**config.mk**
```make
export PLATFORM = sky130hd
export DESIGN_NAME = artnet_packet_dispatcher
export DESIGN_NICKNAME = d
export VERILOG_FILES = /design/src/design/apd_pkg.sv /design/src/design/apd_parse.sv /design/src/design/apd_resq.sv /design/src/design/artnet_packet_dispatcher.sv
export VERILOG_INCLUDE_DIRS = /design/src /design/src/design
export SDC_FILE = /design/constraint.sdc
export NUM_CORES = 1
export LEC_CHECK = 0
export BUFFER_PORTS_ARGS = -buffer_cell sky130_fd_sc_hd__buf_4
export CORE_AREA = 2 2 178 267
export CTS_CLUSTER_DIAMETER = 30
export DETAILED_ROUTE_END_ITERATION = 10
export DIE_AREA = 0 0 180 269
export PLACE_DENSITY = 0.86
export SYNTH_ARGS = -nofsm -noshare
export SYNTH_HDL_FRONTEND = slang
export SYNTH_SLANG_ARGS = --single-unit
```
**constraint.sdc**
```tcl
create_clock -name clk -period 8.12 [get_ports clk]
set_clock_uncertainty 0.05 [all_clocks]
set_input_delay 1.218 -clock clk [delete_from_list [all_inputs] [get_ports clk]]
set_output_delay 1.218 -clock clk [all_outputs]
set_load 0.02 [all_outputs]
```
**src/design/artnet_packet_dispatcher_assert.svh**
```systemverilog
// Assertion helpers shared by the dispatcher modules.
// Each macro samples on clk and is disabled while rst_n is low.
`ifndef ARTNET_PACKET_DISPATCHER_ASSERT_SVH
`define ARTNET_PACKET_DISPATCHER_ASSERT_SVH

// Same-cycle implication.
`define APD_ASSERT_IMP(lbl, ante, cons, msg) \
  lbl: assert property (@(posedge clk) disable iff (!rst_n) (ante) |-> (cons)) \
    else $error(msg);

// Next-cycle implication.
`define APD_ASSERT_NXT(lbl, ante, cons, msg) \
  lbl: assert property (@(posedge clk) disable iff (!rst_n) (ante) |=> (cons)) \
    else $error(msg);

`endif

```
**src/design/apd_pkg.sv**
```systemverilog
package apd_pkg;

  typedef struct packed {
    logic [7:0]  packet_byte;
    logic        last_byte;
    logic [31:0] source_ip;
  } in_t;

  typedef struct packed {
    logic        result_kind;
    logic [2:0]  action;
    logic [15:0] universe;
    logic [15:0] frame_length;
    logic [7:0]  priority_res;
    logic [7:0]  start_code;
    logic [31:0] sender_ip;
    logic [7:0]  payload_byte;
    logic [9:0]  payload_index;
    logic        last;
  } out_t;

  // Queue write strobes: first entry, and a second one behind it.
  typedef struct packed {
    logic first;
    logic second;
  } push_t;

  localparam logic [15:0] OP_DMX  = 16'h0050;
  localparam logic [15:0] OP_SYNC = 16'h0053;
  localparam logic [15:0] OP_POLL = 16'h0200;
  localparam logic [15:0] OP_NZS  = 16'h0058;

  localparam logic [15:0] POS_OPC_LO  = 16'd8;
  localparam logic [15:0] POS_OPC_HI  = 16'd9;
  localparam logic [15:0] POS_UNI_LO  = 16'd14;
  localparam logic [15:0] POS_UNI_HI  = 16'd15;
  localparam logic [15:0] POS_LEN_HI  = 16'd16;
  localparam logic [15:0] POS_LEN_LO  = 16'd17;
  localparam logic [15:0] PRIO_AT     = 16'd59;
  localparam logic [15:0] DMX_DATA_AT = 16'd60;
  localparam logic [15:0] NZS_DATA_AT = 16'd61;
  localparam logic [15:0] DMX_MIN_LEN = 16'd18;
  localparam logic [15:0] HDR_MIN_LEN = 16'd10;

  localparam logic [2:0] ACT_REJECT = 3'd0;
  localparam logic [2:0] ACT_DMX    = 3'd1;
  localparam logic [2:0] ACT_SYNC   = 3'd2;
  localparam logic [2:0] ACT_NZS    = 3'd3;
  localparam logic [2:0] ACT_POLL   = 3'd4;

  localparam logic KIND_PAYLOAD = 1'b0;
  localparam logic KIND_VERDICT = 1'b1;

  localparam logic [7:0] DEFAULT_PRIO_RST = 8'd100;

  localparam int CFG_ADDR_W = 3;
  localparam logic REG_DEFAULT_PRIO = 1'b0;

  localparam int RQ_DEPTH = 4;

endpackage

```
**src/design/apd_parse.sv**
```systemverilog
`include "artnet_packet_dispatcher_assert.svh"

module apd_parse #(
  parameter int MAX_PACKET_BYTES = 1024
) (
  input  logic          clk,
  input  logic          rst_n,
  input  logic          in_fire,
  input  apd_pkg::in_t  in_item,
  input  logic [7:0]    default_priority,
  output apd_pkg::push_t push,
  output apd_pkg::out_t res0,
  output apd_pkg::out_t res1
);

  localparam int POS_W = $clog2(MAX_PACKET_BYTES + 1);
  localparam logic [POS_W-1:0] POS_MAX = POS_W'(MAX_PACKET_BYTES);

  logic [POS_W-1:0] pos_r, pos_nxt;
  logic [15:0]      opc_r, opc_nxt;
  logic [15:0]      uni_r, uni_nxt;
  logic [15:0]      len_r, len_nxt;
  logic [7:0]       prio_r, prio_nxt;
  logic [7:0]       sc_r, sc_nxt;
  logic [31:0]      ip_r, ip_nxt;

  logic [15:0]      pos16;
  logic             active;
  logic [7:0]       byte_in;
  logic [15:0]      opc_cur, uni_cur, len_cur;
  logic [7:0]       prio_cur, sc_cur;
  logic [31:0]      ip_cur;
  logic [POS_W-1:0] pos_inc;
  logic [15:0]      dmx_idx, nzs_idx;
  logic             dmx_pay, nzs_pay, pay_vld;
  logic [15:0]      len16, dmx_avail, nzs_avail;
  apd_pkg::out_t    pay_res, ver_res;

  assign pos16   = 16'(pos_r);
  assign active  = pos_r < POS_MAX;
  assign byte_in = in_item.packet_byte;

  // Capture header fields with the current byte so this byte's checks see them.
  always_comb begin
    opc_cur  = opc_r;
    uni_cur  = uni_r;
    len_cur  = len_r;
    prio_cur = prio_r;
    sc_cur   = sc_r;
    if (active) begin
      case (pos16)
        apd_pkg::POS_OPC_LO:  opc_cur[7:0]  = byte_in;
        apd_pkg::POS_OPC_HI:  opc_cur[15:8] = byte_in;
        apd_pkg::POS_UNI_LO:  uni_cur[7:0]  = byte_in;
        apd_pkg::POS_UNI_HI:  uni_cur[15:8] = byte_in;
        apd_pkg::POS_LEN_HI:  len_cur[15:8] = byte_in;
        apd_pkg::POS_LEN_LO:  len_cur[7:0]  = byte_in;
        apd_pkg::PRIO_AT:     prio_cur      = byte_in;
        apd_pkg::DMX_DATA_AT: sc_cur        = byte_in;
        default: ;
      endcase
    end
  end

  assign ip_cur  = (pos_r == '0) ? in_item.source_ip : ip_r;
  assign pos_inc = active ? pos_r + 1'b1 : pos_r;

  assign dmx_idx = pos16 - apd_pkg::DMX_DATA_AT;
  assign nzs_idx = pos16 - apd_pkg::NZS_DATA_AT;
  assign dmx_pay = active && (opc_cur == apd_pkg::OP_DMX) &&
                   (pos16 >= apd_pkg::DMX_DATA_AT) && (dmx_idx < len_cur);
  assign nzs_pay = active && (opc_cur == apd_pkg::OP_NZS) &&
                   (pos16 >= apd_pkg::NZS_DATA_AT) && (nzs_idx < len_cur);
  assign pay_vld = dmx_pay || nzs_pay;

  always_comb begin
    pay_res               = '0;
    pay_res.result_kind   = apd_pkg::KIND_PAYLOAD;
    pay_res.action        = dmx_pay ? apd_pkg::ACT_DMX : apd_pkg::ACT_NZS;
    pay_res.universe      = uni_cur;
    pay_res.frame_length  = len_cur;
    pay_res.priority_res  = prio_cur;
    pay_res.start_code    = dmx_pay ? 8'd0 : sc_cur;
    pay_res.sender_ip     = ip_cur;
    pay_res.payload_byte  = byte_in;
    pay_res.payload_index = dmx_pay ? dmx_idx[9:0] : nzs_idx[9:0];
    pay_res.last          = 1'b0;
  end

  assign len16     = 16'(pos_inc);
  assign dmx_avail = (len16 >= apd_pkg::DMX_DATA_AT) ? len16 - apd_pkg::DMX_DATA_AT : 16'd0;
  assign nzs_avail = len16 - apd_pkg::NZS_DATA_AT;

  always_comb begin
    ver_res             = '0;
    ver_res.result_kind = apd_pkg::KIND_VERDICT;
    ver_res.action      = apd_pkg::ACT_REJECT;
    ver_res.sender_ip   = ip_cur;
    ver_res.last        = 1'b1;
    if (len16 >= apd_pkg::HDR_MIN_LEN) begin
      if (opc_cur == apd_pkg::OP_DMX) begin
        if (len16 >= apd_pkg::DMX_MIN_LEN) begin
          ver_res.action       = apd_pkg::ACT_DMX;
          ver_res.universe     = uni_cur;
          ver_res.frame_length = (len_cur < dmx_avail) ? len_cur : dmx_avail;
          ver_res.priority_res = (len16 > apd_pkg::PRIO_AT) ? prio_cur : default_priority;
        end
      end else if (opc_cur == apd_pkg::OP_SYNC) begin
        ver_res.action = apd_pkg::ACT_SYNC;
      end else if (opc_cur == apd_pkg::OP_POLL) begin
        ver_res.action = apd_pkg::ACT_POLL;
      end else if (opc_cur == apd_pkg::OP_NZS) begin
        if (len16 >= apd_pkg::NZS_DATA_AT) begin
          ver_res.action       = apd_pkg::ACT_NZS;
          ver_res.universe     = uni_cur;
          ver_res.frame_length = (len_cur < nzs_avail) ? len_cur : nzs_avail;
          ver_res.priority_res = prio_cur;
          ver_res.start_code   = sc_cur;
        end
      end
    end
  end

  // Payload result goes ahead of the verdict when one byte makes both.
  assign push.first  = in_fire && (pay_vld || in_item.last_byte);
  assign push.second = in_fire && pay_vld && in_item.last_byte;
  assign res0        = pay_vld ? pay_res : ver_res;
  assign res1        = ver_res;

  always_comb begin
    pos_nxt  = pos_r;
    opc_nxt  = opc_r;
    uni_nxt  = uni_r;
    len_nxt  = len_r;
    prio_nxt = prio_r;
    sc_nxt   = sc_r;
    ip_nxt   = ip_r;
    if (in_fire) begin
      if (in_item.last_byte) begin
        // Drop all packet context after the closing byte.
        pos_nxt  = '0;
        opc_nxt  = '0;
        uni_nxt  = '0;
        len_nxt  = '0;
        prio_nxt = '0;
        sc_nxt   = '0;
        ip_nxt   = '0;
      end else begin
        pos_nxt  = pos_inc;
        opc_nxt  = opc_cur;
        uni_nxt  = uni_cur;
        len_nxt  = len_cur;
        prio_nxt = prio_cur;
        sc_nxt   = sc_cur;
        ip_nxt   = ip_cur;
      end
    end
  end

  always_ff @(posedge clk) begin
    if (!rst_n) begin
      pos_r  <= '0;
      opc_r  <= '0;
      uni_r  <= '0;
      len_r  <= '0;
      prio_r <= '0;
      sc_r   <= '0;
      ip_r   <= '0;
    end else begin
      pos_r  <= pos_nxt;
      opc_r  <= opc_nxt;
      uni_r  <= uni_nxt;
      len_r  <= len_nxt;
      prio_r <= prio_nxt;
      sc_r   <= sc_nxt;
      ip_r   <= ip_nxt;
    end
  end

  `APD_ASSERT_NXT(a_pos_clear_after_last, in_fire && in_item.last_byte, pos_r == '0, "byte position not cleared after last byte")
  `APD_ASSERT_IMP(a_payload_in_data_area, pay_vld, (pos16 >= apd_pkg::DMX_DATA_AT) && active, "payload byte outside data area")

endmodule

```
**src/design/apd_resq.sv**
```systemverilog
`include "artnet_packet_dispatcher_assert.svh"

module apd_resq (
  input  logic           clk,
  input  logic           rst_n,
  input  apd_pkg::push_t push,
  input  apd_pkg::out_t  d0,
  input  apd_pkg::out_t  d1,
  output logic           space_ok,
  output logic           out_valid,
  input  logic           out_ready,
  output apd_pkg::out_t  out_data
);

  localparam int PTR_W = $clog2(apd_pkg::RQ_DEPTH);
  localparam int CNT_W = $clog2(apd_pkg::RQ_DEPTH + 1);

  apd_pkg::out_t    mem [apd_pkg::RQ_DEPTH];
  logic [PTR_W-1:0] wr_r, wr_nxt, rd_r, rd_nxt;
  logic [CNT_W-1:0] cnt_r, cnt_nxt;
  logic             pop;

  assign out_valid = cnt_r != '0;
  assign out_data  = mem[rd_r];
  assign pop       = out_valid && out_ready;
  // Room for two more results regardless of this cycle's pop.
  assign space_ok  = cnt_r <= CNT_W'(apd_pkg::RQ_DEPTH - 2);

  assign wr_nxt  = wr_r + PTR_W'(push.first) + PTR_W'(push.second);
  assign rd_nxt  = rd_r + PTR_W'(pop);
  assign cnt_nxt = cnt_r + CNT_W'(push.first) + CNT_W'(push.second) - CNT_W'(pop);

  always_ff @(posedge clk) begin
    if (push.first) begin
      mem[wr_r] <= d0;
    end
    if (push.second) begin
      mem[wr_r + 1'b1] <= d1;
    end
  end

  always_ff @(posedge clk) begin
    if (!rst_n) begin
      wr_r  <= '0;
      rd_r  <= '0;
      cnt_r <= '0;
    end else begin
      wr_r  <= wr_nxt;
      rd_r  <= rd_nxt;
      cnt_r <= cnt_nxt;
    end
  end

  `APD_ASSERT_IMP(a_cnt_bound, 1'b1, cnt_r <= CNT_W'(apd_pkg::RQ_DEPTH), "result queue overflow")
  `APD_ASSERT_IMP(a_push_order, push.second, push.first, "second push without first")
  `APD_ASSERT_NXT(a_two_push_count, push.second && !pop, cnt_r == $past(cnt_r) + CNT_W'(2), "count missed a double push")

endmodule

```
**src/design/artnet_packet_dispatcher.sv**
```systemverilog
// Art-Net style packet dispatcher. Takes one packet byte per transfer on the in_ channel (byte
// zero first, last_byte on the final one) and accepts a byte every clock while its four-entry
// result queue has room for two results. Each byte is parsed combinationally; a DMX or NZS
// payload byte inside the declared length yields a payload result at once, and the final byte
// yields a verdict result (after the payload result when it is both). Results leave in order,
// one per clock on the out_ channel while out_ready is high; a byte enters that queue on the cycle
// it is accepted, so a result is visible the cycle after its byte. Input stalls only when the out_
// side holds off and over two results are queued. Bytes past MAX_PACKET_BYTES are dropped but still
// close the packet. The single register, default_priority, sits at byte address 0 of the cfg_ port.
module artnet_packet_dispatcher #(
  parameter int MAX_PACKET_BYTES = 1024
) (
  input  logic                          clk,
  input  logic                          rst_n,
  input  logic                          in_valid,
  output logic                          in_ready,
  input  apd_pkg::in_t                  in_data,
  output logic                          out_valid,
  input  logic                          out_ready,
  output apd_pkg::out_t                 out_data,
  input  logic                          cfg_psel,
  input  logic                          cfg_penable,
  input  logic                          cfg_pwrite,
  input  logic [apd_pkg::CFG_ADDR_W-1:0] cfg_paddr,
  input  logic [31:0]                   cfg_pwdata,
  output logic [31:0]                   cfg_prdata,
  output logic                          cfg_pready
);

  logic           in_fire;
  logic           space_ok;
  logic           cfg_wr;
  logic [7:0]     dflt_prio_r, dflt_prio_nxt;
  apd_pkg::push_t push;
  apd_pkg::out_t  res0, res1;

  assign cfg_pready = 1'b1;
  assign cfg_wr     = cfg_psel && cfg_penable && cfg_pwrite && cfg_pready;
  assign cfg_prdata = (cfg_paddr[2] == apd_pkg::REG_DEFAULT_PRIO) ? {24'd0, dflt_prio_r} : 32'd0;

  assign dflt_prio_nxt = (cfg_wr && cfg_paddr[2] == apd_pkg::REG_DEFAULT_PRIO) ?
                         cfg_pwdata[7:0] : dflt_prio_r;

  always_ff @(posedge clk) begin
    if (!rst_n) begin
      dflt_prio_r <= apd_pkg::DEFAULT_PRIO_RST;
    end else begin
      dflt_prio_r <= dflt_prio_nxt;
    end
  end

  assign in_ready = space_ok;
  assign in_fire  = in_valid && in_ready;

  apd_parse #(
    .MAX_PACKET_BYTES(MAX_PACKET_BYTES)
  ) u_parse (
    .clk              (clk),
    .rst_n            (rst_n),
    .in_fire          (in_fire),
    .in_item          (in_data),
    .default_priority (dflt_prio_r),
    .push             (push),
    .res0             (res0),
    .res1             (res1)
  );

  apd_resq u_resq (
    .clk       (clk),
    .rst_n     (rst_n),
    .push      (push),
    .d0        (res0),
    .d1        (res1),
    .space_ok  (space_ok),
    .out_valid (out_valid),
    .out_ready (out_ready),
    .out_data  (out_data)
  );

endmodule
```
Word level (Yosys, flattened, before mapping)
Memories as Yosys holds them, arrays and structs flattened. A register that Yosys moved wholly into a read port is not among the register bits.
Index checks and enable logic that the tools add are counted.
{"block": "totals", "register_bits": 122, "out_inout_bits": 138, "memories": 1, "rom_bits": 0, "ramBits": 412, "word_cells": 114, "latch_bits": 0}
{"name": "u_resq.mem", "words": 4, "width": 103, "rd": 1, "rd_clocked_by_memory_dff": 1, "write_ports": 2, "line_no": "apd_resq.sv:18", "text": "apd_pkg::out_t mem [apd_pkg::RQ_DEPTH];"}
{"block": "classes", "mul": 0, "reduce_logical": 18, "n_mux": 46, "n_lt_le_gt_ge": 13, "n_shift": 0, "bitwise": 1, "addsub": 12, "n_div": 0, "eq_ne": 12}
{"operator": "two-way mux 16 bit", "count": 9}
{"operator": "two-way mux 8 bit", "count": 16}
{"operator": "two-way mux 103 bit", "count": 1}
{"operator": "two-way mux 50 bit", "count": 2}
{"operator": "two-way mux 48 bit", "count": 2}
{"operator": "< comparator 16 bit", "count": 4}
{"operator": "two-way mux 32 bit", "count": 2}
{"operator": "two-way mux 51 bit", "count": 1}
{"operator": "== test 16 x 7 -> 1 bit (second input constant)", "count": 3}
{"operator": "subtractor 11 x 6 -> 12 bit (second input constant)", "count": 4}
{"operator": "== test 11 x 4 -> 1 bit (second input constant)", "count": 4}
{"operator": "greater-or-equal comparator 11 x 6 -> 1 bit (second input constant)", "count": 4}
{"operator": "two-way mux 43 bit", "count": 1}
{"operator": "two-way mux 41 bit", "count": 1}
{"operator": "== test 11 x 5 -> 1 bit (second input constant)", "count": 2}
{"operator": "== test 11 x 6 -> 1 bit (second input constant)", "count": 2}
{"operator": "two-way mux 11 bit", "count": 2}
{"operator": "== test 16 x 10 -> 1 bit (second input constant)", "count": 1}
{"operator": "logical AND 1 bit", "count": 14}
{"operator": "adder 11 x 1 -> 11 bit (second input constant)", "count": 1}
{"operator": "greater-or-equal comparator 11 x 4 -> 1 bit (second input constant)", "count": 1}
{"operator": "greater-or-equal comparator 11 x 5 -> 1 bit (second input constant)", "count": 1}
{"operator": "> comparator 11 x 6 -> 1 bit (second input constant)", "count": 1}
{"operator": "zero test 11 bit", "count": 1}
{"operator": "other kinds (13)", "count": 22}

Depth between registers and ports, before layout
{"block": "logic_depth", "word_depth": 13, "ltp_mapped": 24}

Modules after synthesis
Synthesis repeated with hierarchy kept, for this count alone.
{"block": "unflattened", "hier_cells": 2409, "hier_area_um2": 30858.3}
{"mod": "apd_resq", "area_per_inst_um2": 20161.8, "n_inst": 1, "cells_each": 1040}
{"mod": "apd_parse", "area_per_inst_um2": 10084.7, "n_inst": 1, "cells_each": 1298}
{"mod": "artnet_packet_dispatcher", "area_per_inst_um2": 611.8, "n_inst": 1, "cells_each": 71}

Worst setup path after synthesis
No wires, ideal clock.
{"block": "synth_timing", "path_type": "flip-flop to flip-flop", "start": "register u_parse.pos_r[0]", "end": "memory u_resq.mem[0][100] (netlist bit) (enable)", "path_buffers": 4, "synth_period_minus_slack_ps": 6839, "slack_ps": 1281, "t_arrival_ps": 6353, "stages_incl_launch_ff": 20, "setup_time_ps": 437, "cell_sequence": "dfxtp_1 clkbuf_1 inv_1 ha_1 nand4b_1 nor4_2 mux2i_1 ha_1 a21o_1 a21o_1 a2111oi_0 o211a_1 nand3_1 a21oi_4 buf_6 o21ai_1 a21o_1 buf_2 buf_2 inv_1"}
{"element": "start, declared", "line_no": "apd_parse.sv:19", "text": "logic [POS_W-1:0] pos_r, pos_nxt;"}
{"element": "start signal, assigned", "line_no": "apd_parse.sv:170", "text": "pos_r <= pos_nxt;"}
{"element": "end, declared", "line_no": "apd_resq.sv:18"}

==> qor.txt <==
Initial Util - 59.3%
Syn avg cell area - 11.4 µm²
Die Y - 269 µm
Maximum clock frequency - 133 MHz
Resized cells post-CTS - 0
Hold Path Class - reg -> reg
Clock slew at reported path FFs - 0.05 ns
Min-delay src - u_resq.mem[2][0]
Clk sink count - 530
Gr ovfl total - 0
Detailed placement HPWL - 52,800 µm
P_sw - 0.00262 W
CP most frequent cell - ha_1
Seq/Total Area, Yosys - 50.8%
Reg power frac - 37.2%
RSZ-0062 raised after global routing - no
Post-synth EDFFs - 332
CTS root buf - clkbuf_16
Routed wire length - 84,700 µm
Final Wtd Congestion - 0.951
Port Buffers - 169
Initial antenna violation count - 0
CP Capture Type - flop
CP Buf/Inv Count - 1
Row count - 97
Max-cap viol count - 0
Vias in the first global route - 22,400
Least-Margin Pin Slew - 1.32 ns
Area growth syn-to-layout - 15.8%
Crit path cell chain - inv_1 > ha_1 > nand4b_1 > nor4_2 > mux2i_1 > ha_1 > a2111oi_0 > o211a_1 > nand3_1 > a21oi_4 > nand3_2 > a21oi_2 > nor3_1
Routed Antenna Nets - 0
H-Tree Depth - 3
Largest net degree at the start of global routing - 111
Final period util - 92.7%
Hold Path End - u_resq.mem[2][0]
Commonest cells after routing, fill and taps aside - 332 x edfxtp_1, 271 x nor2_1, 211 x buf_4, 196 x dfxtp_1, 150 x nand2_1
CP max-delay cell - mux2i_1
Switching Share - 31.0%
Status - finished clean
Crit-path max cell delay - 1.09 ns
Global Route Usage Sum - 34.2%
CP required - 8.38 ns
Delay-heaviest family, CP - compound AO/OA/AOI/OAI gates
WL/cell - 26.5 µm
Most common cell after layout, fill and taps aside - edfxtp_1
Initial detailed-routing violation count - 2,680
Clock Latency Late Sink - 0.62 ns
Comb power frac - 21.4%
CTS tree - built
WS Path Type - reg -> reg
Core area - 46,200 µm²
Synth Flop Type - edfxtp_1
Post-synth cell types - 88
TritonCTS Buffers - 81
Flops & latches, synth - 530
Final Hold Viols - 0
Nets@finish - 2,700
PnR Total Power - 0.00847 W
Worst Hold Path Cells - 2
Final setup violation count - 0
Post-DR vias/cell - 6.82
Critical-path maximum fanout - 17
Clock power share - 41.4%
Int Pwr - 0.00584 W
Clock buffer depth - 3
Drt first pass iters - 6
Reg-to-reg startpoint - u_parse.pos_r[0]
Min setup slack post-route - 0.595 ns
Ys async rst share - 0%
Post-layout util - 68.7%
Fin. max-slew vios - 0
Total Die Area - 48,400 µm²
Worst reg2reg path depth - 13
Total negative slack - 0 ns
R2R Path End - u_resq.mem[0][87]
Static leakage - 11.6 nW
Critical path arrival - 7.78 ns
Placement Setup Slack - 1.07 ns
Layout cell share with drive strength beyond 1 - 20.7%
Power Density - 267 nW/µm²
Yosys warnings - 0
Post-CTS Setup Bufs - 0
Via Count - 21,800
Cell Area, Synth - 27,400 µm²
R2r setup slk - 0.59 ns
Cells after Synth - 2,410
Ports - 221
Relative slew slack - 11.2%
Remaining DRCs - 0
Tmin final - 7.53 ns
First-pass GRT wire length - 127,000 µm
Peak VDD IR - 0.000163 V
Chip Width - 180 µm
Critical Path Source Type - flop
Cts hold-fix bufs - 0
# diodes - 0
-- sequential cells by signal (all words and copies together) (netlist names) --
| register | count |
|---|---|
| u_resq.rd_r | 2 |
| u_parse.len_r | 16 |
| u_resq.cnt_r | 3 |
| dflt_prio_r | 8 |
| u_resq.wr_r | 2 |
| u_resq.mem | 408 |
| u_parse.sc_r | 8 |
| u_parse.uni_r | 16 |
| u_parse.opc_r | 16 |
| u_parse.pos_r | 11 |
| u_parse.prio_r | 8 |
| u_parse.ip_r | 32 |
-- cells in the mapped netlist (all sizes together) (79+ instances only) --
| library cell | count | area share [%] |
|---|---|---|
| a22oi | 82 | 2.2 |
| buf | 111 | 2.4 |
| clkbuf | 84 | 1.2 |
| dfxtp | 198 | 14 |
| edfxtp | 332 | 36 |
| ha | 79 | 3.6 |
| mux2i | 106 | 3.9 |
| mux4 | 102 | 8.4 |
| nand2 | 151 | 2.1 |
| nor2 | 274 | 3.8 |
| nor2b | 100 | 2.3 |
| o21ai | 84 | 1.5 |
| o22ai | 100 | 2.3 |
-- power by group through the flow --
stage	clock network (W)	registers [W]	logic, W
after floorplan	0	0.00310	0.00121
after detailed placement	0	0.00320	0.00177
after global routing	0.00362	0.00317	0.00188
after global placement	0	0.00319	0.00174
final	0.00350	0.00315	0.00181
after CTS	0.00350	0.00315	0.00180
-- how the worst max path moves through the flow --
stage / cells past startpoint / slack [ns] / start / to
finish: 13 / 0.59 / u_parse.pos_r[0] / u_resq.mem[0][87]
global route: 13 / 0.23 / u_parse.pos_r[0] / u_resq.mem[0][90]
CTS: 13 / 0.92 / u_parse.pos_r[0] / u_resq.mem[0][97]
detailed placement: 17 / 1.07 / u_parse.pos_r[0] / u_resq.mem[1][21]
global placement: 17 / 1.24 / u_parse.pos_r[0] / u_resq.mem[1][21]
floorplan: 19 / 1.28 / u_parse.pos_r[0] / u_resq.mem[0][100]
-- stage by stage --
| step | std cells | hold WS (ns) | cell area, µm² |
|---|---|---|---|
| finish | 3196 | 0.390 | 31800 |
| CTS | 3196 | 0.388 | 31800 |
| detailed placement | 3046 | 0.381 | 29000 |
| global route | 3196 | 0.399 | 31800 |
| floorplan | 2433 | 0.367 | 27500 |
| global placement | 3046 | 0.377 | 29000 |
-- final cells by class --
class                           instances  area (µm²)
Clock buffer                           92        2140
Tap cell                              594         743
Fill cell                            3099       14500
Multi-Input combinational cell       1661       12500
Clock inverter                         58         634
Inverter                               47         181
Sequential cell                       530       13900
Timing Repair Buffer                  214        1640
-- worst min-delay path: cells and delay by family, from the launching register on --
| family | cells | cell delay, ns |
|---|---|---|
| flops | 1 | 0.30 |
| simple gates | 2 | 0.09 |
-- cell families (layout without fill, tap and decap cells) --
group,Yosys count,after routing,share of synthesized area [%]
fa+ha+maj,83,83,3.86
simple gates,790,790,14.2
compound gates,494,494,12.6
xor+xnor,41,41,1.31
mux,228,228,13.1
buf+inv,242,411,4.18
other cells,2,25,0.0274
flops,530,530,50.8
-- layer usage --
| metal | part of all wire, % | GRT usage (%) | vias up |
|---|---|---|---|
| met1 | 32 | 36.9 | 10600 |
| li1 | - | - | 9260 |
| met5 | 0 | 0 | - |
| met2 | 51 | 60.4 | 1517 |
| met3 | 9.0 | 6.16 | 395 |
| met4 | 7.4 | 25.2 | 0 |
Power figures use the tool's default switching activity.
